## src/rtl/core/sacp_pkg.sv

```systemverilog
// Package with the payload types and constants of the short command APDU parser.
`default_nettype none

package sacp_pkg;

  // Width of the saturating byte counter.
  localparam int unsigned CountWidth = 9;
  localparam logic [CountWidth-1:0] CountMax = '1;

  // Limit register width and its reset value.
  localparam int unsigned LimitWidth = 9;
  localparam logic [LimitWidth-1:0] LimitReset = 9'd256;

  // Result queue: it must hold two results from one byte.
  localparam int unsigned QueueDepth = 4;
  localparam int unsigned QueuePtrWidth = $clog2(QueueDepth);
  localparam int unsigned QueueCountWidth = $clog2(QueueDepth + 1);

  // Byte positions within a command block.
  localparam logic [CountWidth-1:0] PosCla = 9'd0;
  localparam logic [CountWidth-1:0] PosIns = 9'd1;
  localparam logic [CountWidth-1:0] PosP1 = 9'd2;
  localparam logic [CountWidth-1:0] PosP2 = 9'd3;
  localparam logic [CountWidth-1:0] PosFifth = 9'd4;

  // Block lengths that select the short APDU case.
  localparam logic [CountWidth:0] LenHeaderOnly = 10'd4;
  localparam logic [CountWidth:0] LenWithLe = 10'd5;
  localparam logic [CountWidth:0] LenLcOffset = 10'd5;
  localparam logic [CountWidth:0] LenLcLeOffset = 10'd6;

  typedef enum logic {
    KIND_DATA    = 1'b0,
    KIND_SUMMARY = 1'b1
  } kind_t;

  typedef enum logic {
    STATUS_OK           = 1'b0,
    STATUS_WRONG_LENGTH = 1'b1
  } status_t;

  typedef struct packed {
    logic [7:0] block_byte;
    logic       final_byte;
  } in_t;

  typedef struct packed {
    logic       kind;
    logic [7:0] data_byte;
    logic [7:0] class_byte;
    logic [7:0] instruction_byte;
    logic [7:0] param_one;
    logic [7:0] param_two;
    logic [7:0] data_length;
    logic [7:0] expected_length;
    logic       expected_present;
    logic       status;
    logic       end_of_run;
  } out_t;

endpackage

`default_nettype wire

```

## src/rtl/core/short_apdu_command_parser.sv

```systemverilog
// Top level of the short command APDU parser: block decode and result queue.
//
// Usage: command block bytes enter on the in channel (valid/ready), one per
// transfer, with final_byte set on the last byte of a block. The first four
// bytes are latched as CLA, INS, P1 and P2; byte 4 is Le or Lc. Each Lc data
// byte leaves as a data result (kind 0) if 0 < Lc < data_limit, and the final
// byte also produces a summary result (kind 1) with header, Lc, Le, Le flag and
// status. A byte is decoded in the cycle it is accepted and its results are
// written into a four-entry result queue, so out_valid rises in the cycle after
// the transfer. One byte per cycle is sustained while the receiver takes a result
// every cycle; a final byte carrying data puts two results in the queue and the
// queue then drains at one result per cycle.
// in_ready is high while the queue has room for two results, so a stalled
// receiver stops input once more than two results are queued; nothing is dropped.
// data_limit is written via cfg_wr_en/cfg_wr_data; the user must do so only while
// the block is idle, which the block does not enforce. Synchronous reset empties the
// queue, clears the byte counter and header registers and sets data_limit to 256.
`default_nettype none

module short_apdu_command_parser (
  input  wire                               clk,
  input  wire                               rst,
  input  wire                               in_valid,
  output logic                              in_ready,
  input  wire sacp_pkg::in_t                in_data,
  output logic                              out_valid,
  input  wire                               out_ready,
  output sacp_pkg::out_t                    out_data,
  input  wire                               cfg_wr_en,
  input  wire [sacp_pkg::LimitWidth-1:0]    cfg_wr_data
);
  import sacp_pkg::*;

  logic [LimitWidth-1:0] data_limit;
  logic [CountWidth-1:0] byte_count;
  logic [CountWidth-1:0] byte_count_next;
  logic [7:0] cla_reg, ins_reg, p1_reg, p2_reg, fifth_byte;
  logic [7:0] cla_next, ins_next, p1_next, p2_next, fifth_next;

  out_t queue [QueueDepth];
  logic [QueuePtrWidth-1:0] head, tail, tail_plus;
  logic [QueueCountWidth-1:0] fill;
  logic [QueueCountWidth-1:0] fill_next;

  logic in_xfer, out_xfer;
  logic [7:0] b;
  logic lc_ok, emit_data;
  logic [CountWidth:0] len, data_end, len_lc, len_lc_le;
  logic [1:0] push_count;
  out_t data_res, sum_res, res0, res1;

  assign in_ready  = fill <= QueueCountWidth'(QueueDepth - 2);
  assign out_valid = fill != '0;
  assign out_data  = queue[head];
  assign in_xfer   = in_valid && in_ready;
  assign out_xfer  = out_valid && out_ready;
  assign b         = in_data.block_byte;

  // Header capture; the start of a block clears the bytes not yet seen.
  always_comb begin
    cla_next   = cla_reg;
    ins_next   = ins_reg;
    p1_next    = p1_reg;
    p2_next    = p2_reg;
    fifth_next = fifth_byte;
    case (byte_count)
      PosCla: begin
        cla_next   = b;
        ins_next   = '0;
        p1_next    = '0;
        p2_next    = '0;
        fifth_next = '0;
      end
      PosIns:   ins_next = b;
      PosP1:    p1_next = b;
      PosP2:    p2_next = b;
      PosFifth: fifth_next = b;
      default: ;
    endcase
  end

  always_comb begin
    lc_ok     = (fifth_next != '0) && ({1'b0, fifth_next} < data_limit);
    data_end  = (CountWidth+1)'(PosFifth) + (CountWidth+1)'(fifth_next);
    emit_data = (byte_count > PosFifth) && lc_ok && ({1'b0, byte_count} <= data_end);
    len       = {1'b0, byte_count} + 1'b1;
    len_lc    = (CountWidth+1)'(fifth_next) + LenLcOffset;
    len_lc_le = (CountWidth+1)'(fifth_next) + LenLcLeOffset;

    data_res           = '0;
    data_res.kind      = KIND_DATA;
    data_res.data_byte = b;

    sum_res                  = '0;
    sum_res.kind             = KIND_SUMMARY;
    sum_res.class_byte       = cla_next;
    sum_res.instruction_byte = ins_next;
    sum_res.param_one        = p1_next;
    sum_res.param_two        = p2_next;
    sum_res.end_of_run       = 1'b1;
    sum_res.status           = STATUS_WRONG_LENGTH;
    if (len == LenHeaderOnly) begin
      sum_res.status = STATUS_OK;
    end else if (len == LenWithLe) begin
      sum_res.expected_length  = b;
      sum_res.expected_present = 1'b1;
      sum_res.status           = STATUS_OK;
    end else if (len > LenWithLe && fifth_next != '0) begin
      sum_res.data_length = fifth_next;
      if (lc_ok) begin
        if (len == len_lc) begin
          sum_res.status = STATUS_OK;
        end else if (len == len_lc_le) begin
          sum_res.expected_length  = b;
          sum_res.expected_present = 1'b1;
          sum_res.status           = STATUS_OK;
        end
      end
    end

    // A data result always goes ahead of the summary of the same byte.
    res0       = emit_data ? data_res : sum_res;
    res1       = sum_res;
    push_count = {1'b0, emit_data} + {1'b0, in_data.final_byte};
    if (!in_xfer) begin
      push_count = '0;
    end
  end

  always_comb begin
    byte_count_next = byte_count;
    if (in_data.final_byte) begin
      byte_count_next = '0;
    end else if (byte_count != CountMax) begin
      byte_count_next = byte_count + 1'b1;
    end
  end

  assign tail_plus = tail + 1'b1;
  assign fill_next = fill + QueueCountWidth'(push_count) - QueueCountWidth'(out_xfer);

  always_ff @(posedge clk) begin
    if (rst) begin
      data_limit <= LimitReset;
      byte_count <= '0;
      cla_reg    <= '0;
      ins_reg    <= '0;
      p1_reg     <= '0;
      p2_reg     <= '0;
      fifth_byte <= '0;
      head       <= '0;
      tail       <= '0;
      fill       <= '0;
    end else begin
      if (cfg_wr_en) begin
        data_limit <= cfg_wr_data;
      end
      if (in_xfer) begin
        byte_count <= byte_count_next;
        cla_reg    <= cla_next;
        ins_reg    <= ins_next;
        p1_reg     <= p1_next;
        p2_reg     <= p2_next;
        fifth_byte <= fifth_next;
        tail       <= tail + QueuePtrWidth'(push_count);
      end
      if (out_xfer) begin
        head <= head + 1'b1;
      end
      fill <= fill_next;
    end
  end

  always_ff @(posedge clk) begin
    if (push_count != '0) begin
      queue[tail] <= res0;
    end
    if (push_count == 2'd2) begin
      queue[tail_plus] <= res1;
    end
  end

endmodule

`default_nettype wire
```

## config.mk

```make
export PLATFORM = sky130hd
export DESIGN_NAME = short_apdu_command_parser
export DESIGN_NICKNAME = d
export VERILOG_FILES = /design/src/rtl/core/sacp_pkg.sv /design/src/rtl/core/short_apdu_command_parser.sv
export SDC_FILE = /design/constraint.sdc
export NUM_CORES = 1
export LEC_CHECK = 0
export BUFFER_PORTS_ARGS = -buffer_cell sky130_fd_sc_hd__buf_4
export CAP_MARGIN = 20
export CORE_AREA = 2 2 224 226
export DETAILED_ROUTE_END_ITERATION = 10
export DIE_AREA = 0 0 226 228
export GPL_TIMING_DRIVEN = 0
export SLEW_MARGIN = 10
export SYNTH_ARGS = -nofsm -noshare
export SYNTH_HDL_FRONTEND = slang
export SYNTH_SLANG_ARGS = --single-unit
export TNS_END_PERCENT = 10
```

## constraint.sdc

```tcl
create_clock -name clk -period 11.5 [get_ports clk]
set_input_delay 0.575 -clock clk [delete_from_list [all_inputs] [get_ports clk]]
set_output_delay 0.575 -clock clk [all_outputs]
set_load 0.005 [all_outputs]
```

Yosys cells after proc, flatten, opt, wreduce, memory -nomap -nowiden:

Memory sizes are Yosys's and may differ from the RTL's. A register that Yosys moved wholly into a read port is not among the register bits.
Index checks and enable logic that the tools add are counted.

* $add $sub $neg: 11
* $lt $le $gt $ge: 5
* equality and inequality tests: 10
* mux-type cells: 24
* reduce and logical (&&, ||, !) cells: 12

Operators by type and width (number)
* $pmux 8 s2: 4
* $mux 60: 1
* $mux 10: 3
* $mux 9: 3
* $eq 10x3->1 const B: 2
* $eq 10x9->1: 2
* $add 8x3->9 const B: 2
* $eq 9x2->1 const B: 2
* $mux 18: 1
* $mux 17: 1
* $mux 8: 2
* $add 9x1->10 const B: 1
* $gt 10x3->1 const B: 1
* $add 3x8->9 const A: 1
* $add 9x1->9 const B: 1
* $eq 9x1->1 const B: 1
* $eq 9x3->1 const B: 1
* $gt 9x3->1 const B: 1
* $le 9x9->1: 1
* $logic_not 9->1: 1
* $lt 8x9->1: 1
* $ne 9x9->1 const B: 1
* $reduce_bool 8->1: 1
* $logic_and 1x1->1: 6
* other kinds (12): 21

* bits in registers: 65
* RAM bits: 240
* word-level logic and storage cells: 73
* memories: 1

Memories
* queue: depth 4, bits a word 60, read ports 1, clocked after Yosys merged registers in 1, write ports 2, RTL line short_apdu_command_parser.sv:40 `out_t queue [QueueDepth];`

Longest topological paths before layout:

* depth after elaboration: 11
* depth in mapped cells: 28

Worst setup path after synthesis:

Ideal clock, no wire load.

* path kind: register to register
* from: reg byte_count[0]
* to: mem queue[1][10] in the netlist's numbering (enable)
* library setup time: 404 ps
* arrival time: 5356 ps
* required time: 11096 ps
* setup slack: 5740 ps
* cell stages (with the launch flop): 24
* buffers on the path: 3
* period minus slack after synthesis: 5760 ps
* cell sequence: dfxtp_1 -> inv_1 -> ha_1 -> or3b_2 -> nor2_8 -> buf_8 -> buf_2 -> nor2_1 -> a41oi_1 -> or2_2 -> o21ai_0 -> ha_1 -> nor4_1 -> o21ai_0 -> a221oi_1 -> a2bb2oi_1 -> nand2_2 -> inv_2 -> ha_1 -> nor2b_1 -> a21oi_1 -> or3_1 -> clkbuf_1 -> inv_1

RTL lines
* from (decl): RTL line short_apdu_command_parser.sv:35 `logic [CountWidth-1:0] byte_count;`
* from (signal assigned): RTL line short_apdu_command_parser.sv:159 `byte_count <= byte_count_next;`
* to (decl): RTL line short_apdu_command_parser.sv:40

==> metrics.txt <==
first-pass detailed-route iteration total=7; highest attainable clock frequency=~0.14 GHz; number of enable flip-flop cells after synthesis=200; Netlist Area Pre-Place=14,500 um^2; synthesized-area fraction occupied by ao, oa, aoi and oai cells=0.0965; fraction of layout cells with a size suffix above 1=0.205; final core occ=0.344; initial antenna violation count=1; list of cells traversed by the critical path=inv_1 > ha_1 > buf_2 > nor3b_2 > nand2_2 > buf_6 > clkbuf_1 > a21oi_1 > inv_1 > ha_1 > nand2_1 > nand2_1 > a2111oi_0 > a311oi_2 > o22ai_2 > nand2_2 > inv_2 > ha_1 > nor2b_1 > a21oi_1 > nand3b_1 > inv_4; data required time of the critical path=11.70 ns; classification of the worst setup path=register to register; power after layout=around 0.003 W; ys async rst share=0; worst setup skew after layout=between 0.015 and 0.02 ns; power density over the cells=173 nW/um^2; Worst Path Buf+Inv=7; Switching Power=approximately 0.00084 W; total count of hold-check failures in the final report=0; Leak=about 5.7 nW; H-tree depth=1; Resize count post-CTS=0; routability congestion estimate=0.995; Clk Latency, worst-skew pair=between 0.5 and 0.6 ns; clock root buffer=sky130_fd_sc_hd__clkbuf_16; Std-Cell Rows=82; max FFs per register=236; Max Buffers Root-to-Sink=3; dominant register cell in the synthesized netlist=sky130_fd_sc_hd__edfxtp_1; area share of and/or/nand/nor cells after synthesis=0.155; Setup Viol. Count Final=0; startpoint of the lowest-slack register-to-register path=byte_count[0]; clock network power share=0.331; Post-Syn Nets=around 1.3k; wire per inst=about 21 um; average cell area after synthesis=roughly 12 um^2; largest fanout on the critical path=50; register with the most flip-flops=queue; category of the worst setup path launch point=register; Syn-to-layout area delta=16.7%; Worst Setup SP=byte_count[0]; switching share of power=0.288; total congestion overflow after global routing=0; largest family of logic cells by synthesized area=simple AND/OR/NAND/NOR gates; maximum number of pins on one net before global-route repair=between 50 and 60; CP arrival=approximately 7.2 ns; CP endpoint kind=register; wire length after detailed routing=roughly 42,000 um; floorplan core area=49,300 um^2; DRC=0; portion of the post-synthesis area used by sequential elements=0.555; share of total power in sequential cells=0.428; Hold Worst Slack=roughly 0.21 ns; post-synthesis register bit count=303; x dimension of the die=about 230 um; clock buffers created by TritonCTS=31; clock-pin slew on the worst setup and hold paths=approximately 0.06 ns; setup ws final=around 4.5 ns; highest cell delay on the worst timing path=~0.80 ns; largest registers=queue (236), byte_count (9), data_limit (9); Final Critical Period=about 7 ns; Die Ht=228 um; RSZ-0062 raised after global routing=no; buffers added on ports=80; launch point of the worst hold path=cfg_wr_data[8]; kind of cell adding the most delay to the critical path=buffers and inverters; TritonCTS clock tree=done; most used cell, CP=sky130_fd_sc_hd__ha_1; share of the cycle needed by the critical path after routing=0.613; library cells used by synthesis=75; cell-internal power=around 0.0021 W; Starting Density=0.295; proportion of power drawn by combinational gates=0.240; vias per cell=just over 5; total routing usage reported by global routing=0.162; Iter 0 DRT Violations=between 800 and 900; slew of the pin with the lowest slew margin=roughly 0.99 ns; clock net sink count=~300; adder-cell share of the synthesized area=0.0253; wire length of the first global-routing pass=approximately 63,000 um; hold_buf cts=0; post-synthesis cell count=1,219; Detail Placement HPWL=28,900 um; Setup Slack @ Placement=approximately 4.6 ns; DRT antenna net count=0; # IOs=85; via total after detailed routing=10.3k; CP max stage cell=sky130_fd_sc_hd__inv_4; via count of the first global-routing pass=approximately 10k; Die ar.=between 50,000 and 60,000 um^2; Max Cap Violations=0; post-CTS setup buffers=0; multiplexer share of the synthesized area=0.110; TNS Setup=0 ns; count of nets after finishing=1,385; count of yosys warnings during synthesis=0; worst hold-check path type=input pin to register; headroom to the max-slew limit=0.341; number of pins exceeding their max-slew limit in the final report=0; xor-xnor portion of the synthesized cell area=0.0181; status=finished, final reports clean; worst ir drop on vdd=0.106 mV
==> metrics by stage <==
step	cells	area, um^2
floorplan	1219	14500
global placement	1971	16000
detailed placement	1972	16000
CTS	2029	17000
global route	2031	17000
finish	2031	17000
==> synth_stat cells, types with 8 or more instances <==
cell / number / share of area
sky130_fd_sc_hd__nand2_1: 52 / 0.013
sky130_fd_sc_hd__buf_2: 24 / 0.0083
sky130_fd_sc_hd__clkbuf_1: 56 / 0.014
sky130_fd_sc_hd__inv_1: 27 / 0.0070
sky130_fd_sc_hd__dfxtp_1: 103 / 0.14
sky130_fd_sc_hd__a21oi_1: 24 / 0.0083
sky130_fd_sc_hd__nand3_1: 29 / 0.010
sky130_fd_sc_hd__a31oi_1: 8 / 0.0034
sky130_fd_sc_hd__a22o_1: 32 / 0.019
sky130_fd_sc_hd__a22oi_1: 24 / 0.012
sky130_fd_sc_hd__mux4_2: 59 / 0.091
sky130_fd_sc_hd__mux2i_1: 23 / 0.016
sky130_fd_sc_hd__nor3_1: 20 / 0.0069
sky130_fd_sc_hd__ha_1: 27 / 0.023
sky130_fd_sc_hd__o21ai_0: 26 / 0.0089
sky130_fd_sc_hd__xor2_1: 8 / 0.0048
sky130_fd_sc_hd__edfxtp_1: 200 / 0.41
sky130_fd_sc_hd__a211oi_1: 42 / 0.022
sky130_fd_sc_hd__and2_1: 9 / 0.0039
sky130_fd_sc_hd__nor2_1: 240 / 0.062
sky130_fd_sc_hd__nor3_2: 31 / 0.021
sky130_fd_sc_hd__nor2b_1: 8 / 0.0034
sky130_fd_sc_hd__xnor2_1: 15 / 0.0090
==> routing by layer <==
layer,part of all wire,track usage,vias up
li1,-,-,4745
met1,0.44,0.221,5210
met2,0.48,0.263,305
met3,0.050,0.0214,73
met4,0.033,0.0569,0
met5,0,0,-
==> cells in the final DEF, fill, tap and decap left out, drive strengths merged, types with 9 or more instances in the layout <==
master,count
mux2i,23
ha,27
o21ai,30
nor3,51
nor2,241
a211oi,42
nand3,29
a22o,32
a31oi,9
mux4,59
and2,9
nand2,54
inv,29
buf,125
edfxtp,200
clkbuf,101
dfxtp,103
a21oi,25
nor4,9
a22oi,24
xnor2,16
==> worst paths after layout <==
| path | endpoint | slack, ns | depth (start not counted) |
|---|---|---|---|
| worst min register to register | queue[1][0] | 0.46 | 2 |
| worst max register to register | queue[3][35] | 4.46 | 22 |
| worst min-delay path | data_limit[8] | 0.21 | 2 |
| worst max-delay path | queue[3][35] | 4.46 | 22 |
==> area by class of cell <==
cell class              count  area [um^2]
plain buffers              99          480
repair buffers             82          617
clock inverters            12          119
multi-input cells         789         5890
diodes                      1         2.50
well taps                 672          841
inverters                  28          115
fillers                  4887        32400
clock buffers              45          838
flip-flops and latches    303         8070
==> logic make-up after synthesis <==
| kind of cell | Yosys count |
|---|---|
| compound gates | 194 |
| xor+xnor | 26 |
| fa+ha+maj | 29 |
| buf+inv | 127 |
| flops | 303 |
| mux | 86 |
| simple gates | 454 |
==> worst reg2reg max path: stages (launching register included) <==
cell and delay (ns):
sky130_fd_sc_hd__dfxtp_1 0.45, sky130_fd_sc_hd__inv_1 0.24, sky130_fd_sc_hd__ha_1 0.19, sky130_fd_sc_hd__buf_2 0.28, sky130_fd_sc_hd__nor3b_2 0.46, sky130_fd_sc_hd__nand2_2 0.13
sky130_fd_sc_hd__buf_6 0.19, sky130_fd_sc_hd__clkbuf_1 0.26, sky130_fd_sc_hd__a21oi_1 0.48, sky130_fd_sc_hd__inv_1 0.25, sky130_fd_sc_hd__ha_1 0.37, sky130_fd_sc_hd__nand2_1 0.09
sky130_fd_sc_hd__nand2_1 0.05, sky130_fd_sc_hd__a2111oi_0 0.58, sky130_fd_sc_hd__a311oi_2 0.11, sky130_fd_sc_hd__o22ai_2 0.31, sky130_fd_sc_hd__nand2_2 0.17, sky130_fd_sc_hd__inv_2 0.14
sky130_fd_sc_hd__ha_1 0.28, sky130_fd_sc_hd__nor2b_1 0.21, sky130_fd_sc_hd__a21oi_1 0.07, sky130_fd_sc_hd__nand3b_1 0.52, sky130_fd_sc_hd__inv_4 0.80
==> power by group through the flow <==
| stage | Clock (W) | Combinational, W | Sequential [W] |
|---|---|---|---|
| after global routing | 0.00103 | 0.000770 | 0.00126 |
| final | 0.000973 | 0.000705 | 0.00126 |
| after CTS | 0.000990 | 0.000717 | 0.00126 |
| after detailed placement | 0 | 0.000715 | 0.00128 |
| after floorplan | 0 | 0.000429 | 0.00127 |
| after global placement | 0 | 0.000707 | 0.00128 |
(Power assumes the default switching activity.)
